### src/rtl/acld_pkg.sv
// Package for the ASCII CAN line decoder: character codes, result kinds,
// walk state types and the lax hex digit conversion.
// No dependencies.
package acld_pkg;

  // Control characters and command letters
  localparam logic [7:0] CH_BEL   = 8'h07;
  localparam logic [7:0] CH_CR    = 8'h0D;
  localparam logic [7:0] CH_LO_Z  = 8'h7A;  // 'z'
  localparam logic [7:0] CH_UP_Z  = 8'h5A;  // 'Z'
  localparam logic [7:0] CH_LO_T  = 8'h74;  // 't'
  localparam logic [7:0] CH_UP_T  = 8'h54;  // 'T'
  localparam logic [7:0] CH_LO_R  = 8'h72;  // 'r'
  localparam logic [7:0] CH_UP_R  = 8'h52;  // 'R'
  localparam logic [7:0] CH_LO_A  = 8'h61;  // 'a'
  localparam logic [7:0] CH_UP_A  = 8'h41;  // 'A'
  localparam logic [7:0] CH_ZERO  = 8'h30;  // '0'
  localparam logic [7:0] DIGIT_TEN = 8'd10;

  // Id digit counts for standard and extended frames, and the largest data length
  localparam logic [3:0] STD_ID_DIGITS = 4'd3;
  localparam logic [3:0] EXT_ID_DIGITS = 4'd8;
  localparam logic [3:0] MAX_DLC       = 4'd8;

  // Result kinds
  localparam logic [1:0] KIND_FRAME = 2'd0;
  localparam logic [1:0] KIND_OK    = 2'd1;
  localparam logic [1:0] KIND_BELL  = 2'd2;

  // Line walk sequencer
  typedef enum logic [2:0] {
    ST_IDLE,
    ST_FETCH,
    ST_DIGIT,
    ST_PAD,
    ST_EMIT
  } state_t;

  // Field the current character belongs to
  typedef enum logic [1:0] {
    FLD_ID,
    FLD_DLC,
    FLD_HI,
    FLD_LO
  } field_t;

  // Lax hex conversion, wrapping at 8 bits
  function automatic logic [7:0] lax_digit(input logic [7:0] c);
    logic [7:0] r;
    if (c >= CH_LO_A) begin
      r = c - CH_LO_A + DIGIT_TEN;
    end else if (c >= CH_UP_A) begin
      r = c - CH_UP_A + DIGIT_TEN;
    end else begin
      r = c - CH_ZERO;
    end
    return r;
  endfunction

endpackage

### src/rtl/ascii_can_line_decoder_unit.sv
// ASCII CAN line decoder top level: line buffer, line walk sequencer and
// output register. Depends on acld_pkg.
//
// Usage: received characters enter one word per accepted cycle on the input
// channel (in_valid / in_stall / rx_byte). Each character but BEL and
// carriage return is stored in a line memory of LINE_CHARS entries; one
// that meets a full line discards the line instead. BEL gives a bell error
// word and a carriage return on an empty line or a line opening with z or
// Z gives a status ok word; both are loaded in the cycle after the character.
// A carriage return on a t, T, r or R line long enough for its id and
// length digits starts a walk over the stored line: the sequencer reads each
// character through the single read port of the line memory (address, then
// registered data), shifts id digits into the identifier and data digit pairs
// into a 64-bit payload shift register that moves a byte at a time, then pads
// the payload with zero bytes, one per cycle, up to eight bytes, and loads the
// frame word into the output register. Lines that do not decode give no word.
// in_stall is high during a walk and while a finished word is held and
// out_stall is high; a stalled output word holds its value. One line is
// worked on at a time. Reset clears the line count, the sequencer and the
// output valid flag; the line memory needs no clearing.
module ascii_can_line_decoder_unit
  import acld_pkg::*;
#(
  parameter int LINE_CHARS = 32
) (
  input  logic        clk,
  input  logic        rst,
  input  logic        in_valid,
  output logic        in_stall,
  input  logic [7:0]  rx_byte,
  output logic        out_valid,
  input  logic        out_stall,
  output logic [1:0]  result_kind,
  output logic        remote_frame,
  output logic        extended_id,
  output logic [31:0] frame_id,
  output logic [3:0]  data_length,
  output logic [63:0] payload
);

  localparam int CW = $clog2(LINE_CHARS + 1);
  localparam int AW = $clog2(LINE_CHARS);

  // Line memory and its registered read data
  logic [7:0]    line_store [LINE_CHARS];
  logic [7:0]    rdata;

  logic [CW-1:0] line_count;
  logic [7:0]    cmd;
  logic [CW-1:0] line_len;
  logic [CW-1:0] pos;
  state_t        state;
  state_t        state_next;
  field_t        field;
  logic          remote;
  logic          ext;
  logic [3:0]    id_left;
  logic [31:0]   id_acc;
  logic [3:0]    dlc;
  logic [3:0]    hi;
  logic [3:0]    k;
  logic [63:0]   pay_sr;

  logic          in_fire;
  logic          is_bel;
  logic          is_cr;
  logic          cmd_z;
  logic          cmd_ok;
  logic          cmd_ext;
  logic          cmd_remote;
  logic [3:0]    id_digits;
  logic          line_short;
  logic          start_walk;
  logic          status_load;
  logic          emit_load;
  logic          out_free;
  logic          line_full;
  logic [7:0]    digit;
  logic          dlc_bad;
  logic [CW-1:0] need_len;
  logic          data_short;
  logic [3:0]    k_inc;
  logic [7:0]    data_byte;

  // Decode the incoming character and the stored command letter
  always_comb begin
    in_fire    = in_valid && !in_stall;
    is_bel     = (rx_byte == CH_BEL);
    is_cr      = (rx_byte == CH_CR);
    cmd_z      = (cmd == CH_LO_Z) || (cmd == CH_UP_Z);
    cmd_ok     = (cmd == CH_LO_T) || (cmd == CH_UP_T) ||
                 (cmd == CH_LO_R) || (cmd == CH_UP_R);
    cmd_ext    = (cmd == CH_UP_T) || (cmd == CH_UP_R);
    cmd_remote = (cmd == CH_LO_R) || (cmd == CH_UP_R);
    id_digits  = cmd_ext ? EXT_ID_DIGITS : STD_ID_DIGITS;
    line_short = (line_count < CW'(id_digits + 4'd2));
    line_full  = (line_count == CW'(LINE_CHARS));
    start_walk = in_fire && is_cr && (line_count != '0) && !cmd_z && cmd_ok &&
                 !line_short;
    status_load = in_fire && (is_bel || (is_cr && ((line_count == '0) || cmd_z)));
  end

  // Digit under the walk
  always_comb begin
    digit      = lax_digit(rdata);
    dlc_bad    = (digit > {4'd0, MAX_DLC});
    need_len   = pos + CW'(1) + CW'({digit[3:0], 1'b0});
    data_short = (line_len < need_len);
    k_inc      = k + 4'd1;
    data_byte  = {hi, 4'd0} + digit;
  end

  // Next state of the walk sequencer
  always_comb begin
    state_next = state;
    case (state)
      ST_IDLE: begin
        if (start_walk) state_next = ST_FETCH;
      end
      ST_FETCH: begin
        state_next = ST_DIGIT;
      end
      ST_DIGIT: begin
        case (field)
          FLD_ID: state_next = ST_FETCH;
          FLD_DLC: begin
            if (dlc_bad) begin
              state_next = ST_IDLE;
            end else if (remote) begin
              state_next = ST_EMIT;
            end else if (data_short) begin
              state_next = ST_IDLE;
            end else if (digit[3:0] == 4'd0) begin
              state_next = ST_PAD;
            end else begin
              state_next = ST_FETCH;
            end
          end
          FLD_HI: state_next = ST_FETCH;
          FLD_LO: begin
            if (k_inc == dlc) begin
              state_next = (k_inc == MAX_DLC) ? ST_EMIT : ST_PAD;
            end else begin
              state_next = ST_FETCH;
            end
          end
          default: state_next = ST_IDLE;
        endcase
      end
      ST_PAD: begin
        if (k_inc == MAX_DLC) state_next = ST_EMIT;
      end
      ST_EMIT: begin
        if (out_free) state_next = ST_IDLE;
      end
      default: state_next = ST_IDLE;
    endcase
  end

  // Handshake outputs of the sequencer
  always_comb begin
    out_free  = !out_valid || !out_stall;
    in_stall  = (state != ST_IDLE) || (out_valid && out_stall);
    emit_load = (state == ST_EMIT) && out_free;
  end

  always_ff @(posedge clk) begin
    if (rst) begin
      state <= ST_IDLE;
    end else begin
      state <= state_next;
    end
  end

  // Store characters; read one entry per cycle at the walk position
  always_ff @(posedge clk) begin
    if (in_fire && !is_bel && !is_cr && !line_full) begin
      line_store[line_count[AW-1:0]] <= rx_byte;
    end
    rdata <= line_store[pos[AW-1:0]];
  end

  // Line count and command letter
  always_ff @(posedge clk) begin
    if (rst) begin
      line_count <= '0;
    end else if (in_fire) begin
      if (is_bel || is_cr || line_full) begin
        line_count <= '0;
      end else begin
        line_count <= line_count + CW'(1);
      end
    end
  end

  always_ff @(posedge clk) begin
    if (in_fire && !is_bel && !is_cr && (line_count == '0)) begin
      cmd <= rx_byte;
    end
  end

  // Walk datapath: shift digits into id and payload
  always_ff @(posedge clk) begin
    if (start_walk) begin
      line_len <= line_count;
      pos      <= CW'(1);
      field    <= FLD_ID;
      remote   <= cmd_remote;
      ext      <= cmd_ext;
      id_left  <= id_digits;
      id_acc   <= '0;
      k        <= '0;
      pay_sr   <= '0;
    end else if (state == ST_DIGIT) begin
      pos <= pos + CW'(1);
      case (field)
        FLD_ID: begin
          id_acc  <= {id_acc[27:0], 4'd0} + {24'd0, digit};
          id_left <= id_left - 4'd1;
          if (id_left == 4'd1) field <= FLD_DLC;
        end
        FLD_DLC: begin
          dlc   <= digit[3:0];
          field <= FLD_HI;
        end
        FLD_HI: begin
          hi    <= digit[3:0];
          field <= FLD_LO;
        end
        FLD_LO: begin
          pay_sr <= {data_byte, pay_sr[63:8]};
          k      <= k_inc;
          field  <= FLD_HI;
        end
        default: field <= FLD_ID;
      endcase
    end else if (state == ST_PAD) begin
      pay_sr <= {8'd0, pay_sr[63:8]};
      k      <= k_inc;
    end
  end

  // Output register: hold while stalled
  always_ff @(posedge clk) begin
    if (rst) begin
      out_valid <= 1'b0;
    end else if (status_load || emit_load) begin
      out_valid <= 1'b1;
    end else if (!out_stall) begin
      out_valid <= 1'b0;
    end
  end

  always_ff @(posedge clk) begin
    if (status_load) begin
      result_kind  <= is_bel ? KIND_BELL : KIND_OK;
      remote_frame <= 1'b0;
      extended_id  <= 1'b0;
      frame_id     <= '0;
      data_length  <= '0;
      payload      <= '0;
    end else if (emit_load) begin
      result_kind  <= KIND_FRAME;
      remote_frame <= remote;
      extended_id  <= ext;
      frame_id     <= id_acc;
      data_length  <= dlc;
      payload      <= pay_sr;
    end
  end

endmodule

### config.mk
export PLATFORM = sky130hd
export DESIGN_NAME = ascii_can_line_decoder_unit
export DESIGN_NICKNAME = d
export VERILOG_FILES = /design/src/rtl/acld_pkg.sv /design/src/rtl/ascii_can_line_decoder_unit.sv
export SDC_FILE = /design/constraint.sdc
export NUM_CORES = 1
export LEC_CHECK = 0
export ABC_AREA = 0
export BUFFER_PORTS_ARGS = -buffer_cell sky130_fd_sc_hd__buf_2
export CAP_MARGIN = 20
export CORE_ASPECT_RATIO = 2
export CORE_MARGIN = 3
export CORE_UTILIZATION = 30
export DETAILED_ROUTE_END_ITERATION = 16
export GPL_ROUTABILITY_DRIVEN = 0
export PLACE_DENSITY = 0.52
export SYNTH_ARGS = -nofsm -noshare
export SYNTH_HDL_FRONTEND = slang
export SYNTH_SLANG_ARGS = --single-unit
### constraint.sdc
create_clock -name clk -period 5.3 [get_ports clk]
set_clock_uncertainty 0.15 [all_clocks]
set_input_delay 1.06 -clock clk [delete_from_list [all_inputs] [get_ports clk]]
set_output_delay 1.06 -clock clk [all_outputs]
set_load 0.05 [all_outputs]
==> impl_metrics.csv, run 1 <==
group,metric,value,unit
synth,synth_edf_count,286,
floorplanning,core_area,68070,µm²
hold_path,hold_class,"reg2reg",
timing,worst_slack,1.000,ns
clock_tree,cts_resized,0,
timing,hold_violations,0,
clock_tree,hold_buffers,0,
cells_and_area,post_layout_nonfiller_instances,2685,
timing,period_needed,4.300,ns
clock_tree,cts_inserted_buffers,46,
routing,num_vias,12848,
clock_tree,ctsRootBufferMaster,"clkbuf_16",
place,dp_hpwl,36160,µm
floorplanning,die_w,191.8,µm
floorplanning,initial_utilization,30.44,%
setup_path,path_max_fanout,6,
place,place_inst,2604,
timing,maxSlewViolCount,0,
place,pre_cts_slack,1.011,ns
pwr,vdd_drop_max,0.1879,mV
routing,ant_nets,0,
synth,postSynth.asyncResetShare,0,%
setup_path,crit_required,5.63,ns
clock_tree,clockBufferDepth,3,
run_status,outcome,"completed",
synth,yosys_register_bits,514,
routing,routed_wl,50980,µm
timing,slew_headroom,25.71,%
routing,drt_iter0_markers,820,
global_route,grt_antenna_before_repair,2,
cells_and_area,fin_util,34.78,%
global_route,grt_max_degree,69,
synth,netlist_area,20720,µm²
floorplanning,rows,135,
pwr,p_seq_share,55.9,%
cells_and_area,drive_gt1_share,18.23,%
setup_path,path_class,"reg2reg",
clock_tree,cts_tree,"built",
clock_tree,post_cts_buffers,0,
synth,syn_inst,1676,
job,max_cap_viol_count,0,
setup_path,endpoint_kind,"register",
clock_tree,clock_sinks,514,
timing,max_freq,0.2326,GHz
synth,syn_nets,1726,
global_route,grt-ovfl-total,0,
floorplanning,dieHeight,377.7,µm
pwr,comb_power_share,1.1,%
global_route,grt_pass1_vias,13285,
synth,synth_cell_types,74,
timing,setup_viol_count_final,0,
routing,firstDrtPassIters,6,
synth,postSynthAreaPerCell,12.36,µm²
timing,worst_pin_slew,1.113,ns
cells_and_area,fill_cells,6671,
synth,synth_flop_cell,"edfxtp_1",
pwr,p_switching,1554,µW
routing,drc,0,
routing,wl_per_cell,18.99,µm
synth,yosysWarnings,0,
clock_tree,htreeDepth,2,
pwr,clkPwrFrac,43.0,%
cells_and_area,final_nets,1813,
timing,fin_crit_sh,81.13,%
global_route,grt_usage,13.97,%
floorplanning,dieArea,72460,µm²
cells_and_area,syn_to_final_growth,14.24,%
setup_path,arrival,4.63,ns
pwr,cellLeakagePower,0.008896,µW
timing,fin_tns_setup,0,ns
floorplanning,ioPinCount,118,
pwr,switching_share,20.57,%
routing,via_per_inst,4.785,
setup_path,cp-start-kind,"register",
synth,yosysSeqAreaShare,63.47,%
place,portBuffers,117,
clock_tree,clock_latency,0.57,ns
global_route,grt_pass1_wl,77980,µm
pwr,power.density,319.0,nW/µm²
pwr,p_int,5999,µW
timing,rsz0062_at_grt,"no",
clock_tree,clkSlewWorstSetupHoldPaths,0.07,ns
==> cells by family after synthesis <==
group           after synthesis  share of synthesized area, %
fa+ha+maj                    38                         2.403
simple gates                576                         11.98
mux                          92                         9.322
buf+inv                     123                         2.548
flops                       514                         63.47
compound gates              273                         7.674
xor+xnor                     60                         2.602
==> sequential cells by signal, indices dropped and copies added, names as in the netlist, 2 cells and up <==
name         flops
cmd              8
pos              6
state            3
dlc              4
hi               4
payload         64
data_length      4
field            2
id_acc          32
pay_sr          64
rdata            8
frame_id        32
line_len         6
line_count       6
id_left          4
result_kind      2
k                4
line_store     256
==> synthesized netlist by cell type (4+ instances only) <==
library cell,number,area [µm²]
buf_4,10,75.07
ha_1,35,437.9
nor3_1,15,75.07
o21ai_0,11,55.05
a31oi_1,5,31.28
o22ai_1,25,156.4
a211oi_1,6,45.04
dfxtp_1,228,4564
nor4b_1,4,35.03
or3_1,5,31.28
a21oi_1,185,925.9
inv_1,19,71.32
nand2_1,387,1453
and3_1,9,56.30
nand4b_1,4,35.03
clkbuf_1,76,285.3
mux2_2,8,90.09
buf_1,4,15.01
nand3_1,23,115.1
edfxtp_1,286,8588
nor4_1,5,31.28
mux2i_1,4,40.04
o21a_1,6,45.04
nand3b_1,6,45.04
a21o_1,8,60.06
buf_2,10,50.05
xnor2_1,36,315.3
nand4_1,8,50.05
xor2_1,23,201.4
nor2_1,82,307.8
mux4_2,80,1802
==> metal layers <==
metal | GRT usage [%] | share of wire [%] | vias to the layer above | wire length [µm]
met2 | 27.92 | 57 | 260 | 29150
met3 | 1.718 | 3.5 | 87 | 1807
met5 | 0 | 0 | - | 0
met4 | 6.223 | 4.2 | 0 | 2160
li1 | - | - | 6195 | -
met1 | 13.99 | 35 | 6306 | 17860
==> worst paths after layout <==
path | cells past startpoint | startpoint | slack [ns] | to
max | 16 | rdata[1] | 1.00 | state[0]
min | 2 | pay_sr[1] | 0.30 | payload[1]
max reg2reg | 16 | rdata[1] | 1.00 | state[0]
min reg2reg | 2 | pay_sr[1] | 0.30 | payload[1]
==> power groups by stage <==
stage	combinational, µW	clock, µW	sequential, µW
2_1_floorplan	26.6	0	4310
3_3_place_gp	79.5	0	4310
3_5_place_dp	84.2	0	4310
4_1_cts	84.4	3360	4220
5_1_grt	89.7	3500	4220
6_report	82.0	3250	4220
==> cells in the final DEF, fill, tap and decap left out, types with 5 or more instances in the layout <==
master / n
nand2_1: 386
edfxtp_1: 286
dfxtp_1: 226
a21oi_1: 184
buf_2: 117
nor2_1: 82
mux4_2: 80
clkbuf_16: 47
xnor2_1: 36
ha_1: 35
o22ai_1: 25
xor2_1: 23
nand3_1: 22
buf_4: 22
inv_1: 19
nor3_1: 15
o21ai_0: 11
and3_1: 8
a21o_1: 8
mux2_2: 8
nand4_1: 8
clkinv_2: 8
o21a_1: 6
nand3b_1: 6
a211oi_1: 6
clkbuf_1: 6
nor4_1: 5
a31oi_1: 5
==> layout make-up <==
class,count,area [µm²],area share (%)
diodes,1,2.502,0.01057
clock buffers,56,1240,5.237
clock inverters,23,196.4,0.8297
inverters,20,77.57,0.3277
multi-input cells,1039,7077,29.89
flip-flops and latches,514,13160,55.58
well taps,890,1114,4.704
repair buffers,142,810.8,3.425
==> worst max-delay path, stage by stage (launching register included) <==
cell	delay, ns
dfxtp_1	0.41
inv_1	0.09
ha_1	0.20
or4b_4	0.54
a221oi_2	0.42
xnor2_1	0.23
inv_1	0.14
ha_1	0.25
fa_1	0.40
a21o_1	0.17
a21oi_1	0.17
xnor2_1	0.10
ha_1	0.30
o2111ai_1	0.10
a21oi_1	0.19
nand4_1	0.14
a211oi_2	0.23
==> metrics by stage <==
stage / cell area [µm²] / hold WS [ns] / power [µW]
floorplan: 20720 / 0.2813 / 4334
global placement: 22220 / 0.2901 / 4387
detailed placement: 22220 / 0.2902 / 4393
CTS: 23650 / 0.3000 / 7665
global route: 23670 / 0.3087 / 7810
finish: 23680 / 0.2971 / 7553
No activity file was read; power rests on OpenSTA's default activity.
==> run 2: changes to the inputs <==
==> constraint.sdc (replaced) <==
create_clock -name clk -period 4.2 [get_ports clk]
set_clock_uncertainty 0.15 [all_clocks]
set_input_delay 0.84 -clock clk [delete_from_list [all_inputs] [get_ports clk]]
set_output_delay 0.84 -clock clk [all_outputs]
set_load 0.05 [all_outputs]
==> run 2 against run 1 <==
Register-to-register slack lost 0.77 ns; combinational power grew 32%; non-clock buffer count grew 45; global-route usage grew 0.59 points; sequential power grew 26%; final cell count grew 1.8%; final area grew 1.8%; wire length grew 3.8%; critical path depth shrank 1; count of clock-buffer cells in the layout grew 3; largest power group unchanged.
==> impl_metrics.csv, run 2 (same netlist as run 1, synthesis figures left out) <==
group,metric,value,unit
setup_path,cp-start-kind,"register",
timing,rsz0062_at_grt,"yes",
timing,setup_viol_count_final,0,
place,place_inst,2649,
setup_path,endpoint_kind,"register",
floorplanning,initial_utilization,30.44,%
floorplanning,rows,135,
cells_and_area,syn_to_final_growth,16.30,%
pwr,power,9646,µW
routing,firstDrtPassIters,7,
timing,worst_pin_slew,1.004,ns
clock_tree,htreeDepth,2,
clock_tree,cts_inserted_buffers,45,
timing,hold_violations,0,
setup_path,arrival,4.29,ns
run_status,outcome,"completed",
clock_tree,clock_latency,0.58,ns
floorplanning,die_w,191.8,µm
global_route,grt_max_degree,86,
clock_tree,ctsRootBufferMaster,"clkbuf_16",
setup_path,path_max_fanout,6,
place,portBuffers,117,
place,dp_hpwl,37530,µm
global_route,grt-ovfl-total,0,
floorplanning,dieHeight,377.7,µm
pwr,power.density,400.2,nW/µm²
pwr,vdd_drop_max,0.2577,mV
timing,worst_slack,0.2294,ns
place,pre_cts_slack,0.07622,ns
timing,max_freq,0.2519,GHz
routing,wl_per_cell,19.37,µm
global_route,grt_antenna_before_repair,1,
floorplanning,ioPinCount,118,
cells_and_area,largest_reg_flops,256,
job,max_cap_viol_count,0,
global_route,grt_usage,14.56,%
routing,drc,0,
setup_path,path_cells,"inv_2, ha_1, or4b_4, a2111oi_0, nand4b_1, o221ai_2, inv_1, fa_1, a21o_1, a21oi_1, buf_4, nor3_2, nand2_1, xor2_1, a211oi_1",
pwr,cellLeakagePower,0.009171,µW
routing,ant_nets,0,
timing,fin_hold_ws,0.3002,ns
setup_path,crit_required,4.52,ns
clock_tree,cts_tree,"built",
routing,num_vias,13079,
clock_tree,clock_sinks,514,
global_route,grt_pass1_vias,13540,
cells_and_area,final_cell_mix,"nand2_1, edfxtp_1, dfxtp_1, a21oi_1, buf_2",
cells_and_area,fill_cells,6658,
global_route,grt_pass1_wl,81090,µm
routing,via_per_inst,4.787,
setup_path,critPathMaxStageDelay,0.51,ns
timing,slew_headroom,33.07,%
clock_tree,clkSlewWorstSetupHoldPaths,0.07,ns
setup_path,path_class,"reg2reg",
routing,drt_iter0_markers,759,
floorplanning,core_area,68070,µm²
cells_and_area,post_layout_nonfiller_instances,2732,
cells_and_area,final_nets,1857,
timing,maxSlewViolCount,0,
setup_path,crit_family,"compound AO/OA/AOI/OAI gates",
hold_path,hold_class,"reg2reg",
timing,period_needed,3.971,ns
setup_path,worst-path-buf-inv,3,
setup_path,slowest_stage,"or4b_4",
cells_and_area,final_common_cell,"nand2_1",
timing,fin_crit_sh,94.54,%
routing,routed_wl,52930,µm
cells_and_area,drive_gt1_share,20.48,%
cells_and_area,fin_util,35.40,%
clock_tree,clockBufferDepth,3,
floorplanning,dieArea,72460,µm²
-- run 2: final timing paths --
kind / endpoint / startpoint / cells after the start / slack, ns
max reg2reg: id_acc[28] / rdata[0] / 15 / 0.23
min reg2reg: payload[17] / payload[17] / 2 / 0.30
max: id_acc[28] / rdata[0] / 15 / 0.23
min: payload[17] / payload[17] / 2 / 0.30
-- run 2: timing repair --
item,in CTS,in global routing
setup endpoints to repair,0,6
resized for setup,0,9
setup buffers,0,1
hold buffers,0,0
-- run 2: layout make-up --
class	count	area, µm²	area share (%)
Timing Repair Buffer	187	1174	4.870
Clock buffer	59	1241	5.150
Clock inverter	22	221.5	0.9189
Sequential cell	514	13160	54.60
Tap cell	890	1114	4.621
Multi-Input combinational cell	1039	7111	29.50
Inverter	20	77.57	0.3219
Antenna cell	1	2.502	0.01038
-- run 2: through the flow --
stage | cell area [µm²] | setup TNS, ns
4_1_cts | 24050 | 0
3_3_place_gp | 22570 | 0
2_1_floorplan | 20720 | 0
6_report | 24100 | 0
5_1_grt | 24100 | -0.007049
3_5_place_dp | 22590 | 0
-- run 2: power by group --
group / internal, µW / switching [µW]
Combinational: 23.6 / 84.4
Sequential: 5320 / 8.35
Clock: 2340 / 1880
-- run 2: routing by layer --
metal  track usage (%)  wire length (µm)  up-vias
met1             14.56             18400     6504
met5                 0                 0        -
met2             29.90             31080      213
met3             1.551              1568       75
met4             5.295              1879        0
li1                  -                 -     6287
-- run 2: worst min-delay path, delay by kind of cell, from the launching register on --
kind             cells  cell delay (ns)
flip-flops           1             0.31
AO/OA/AOI/OAI        1             0.05
AND/OR/NAND/NOR      1             0.05
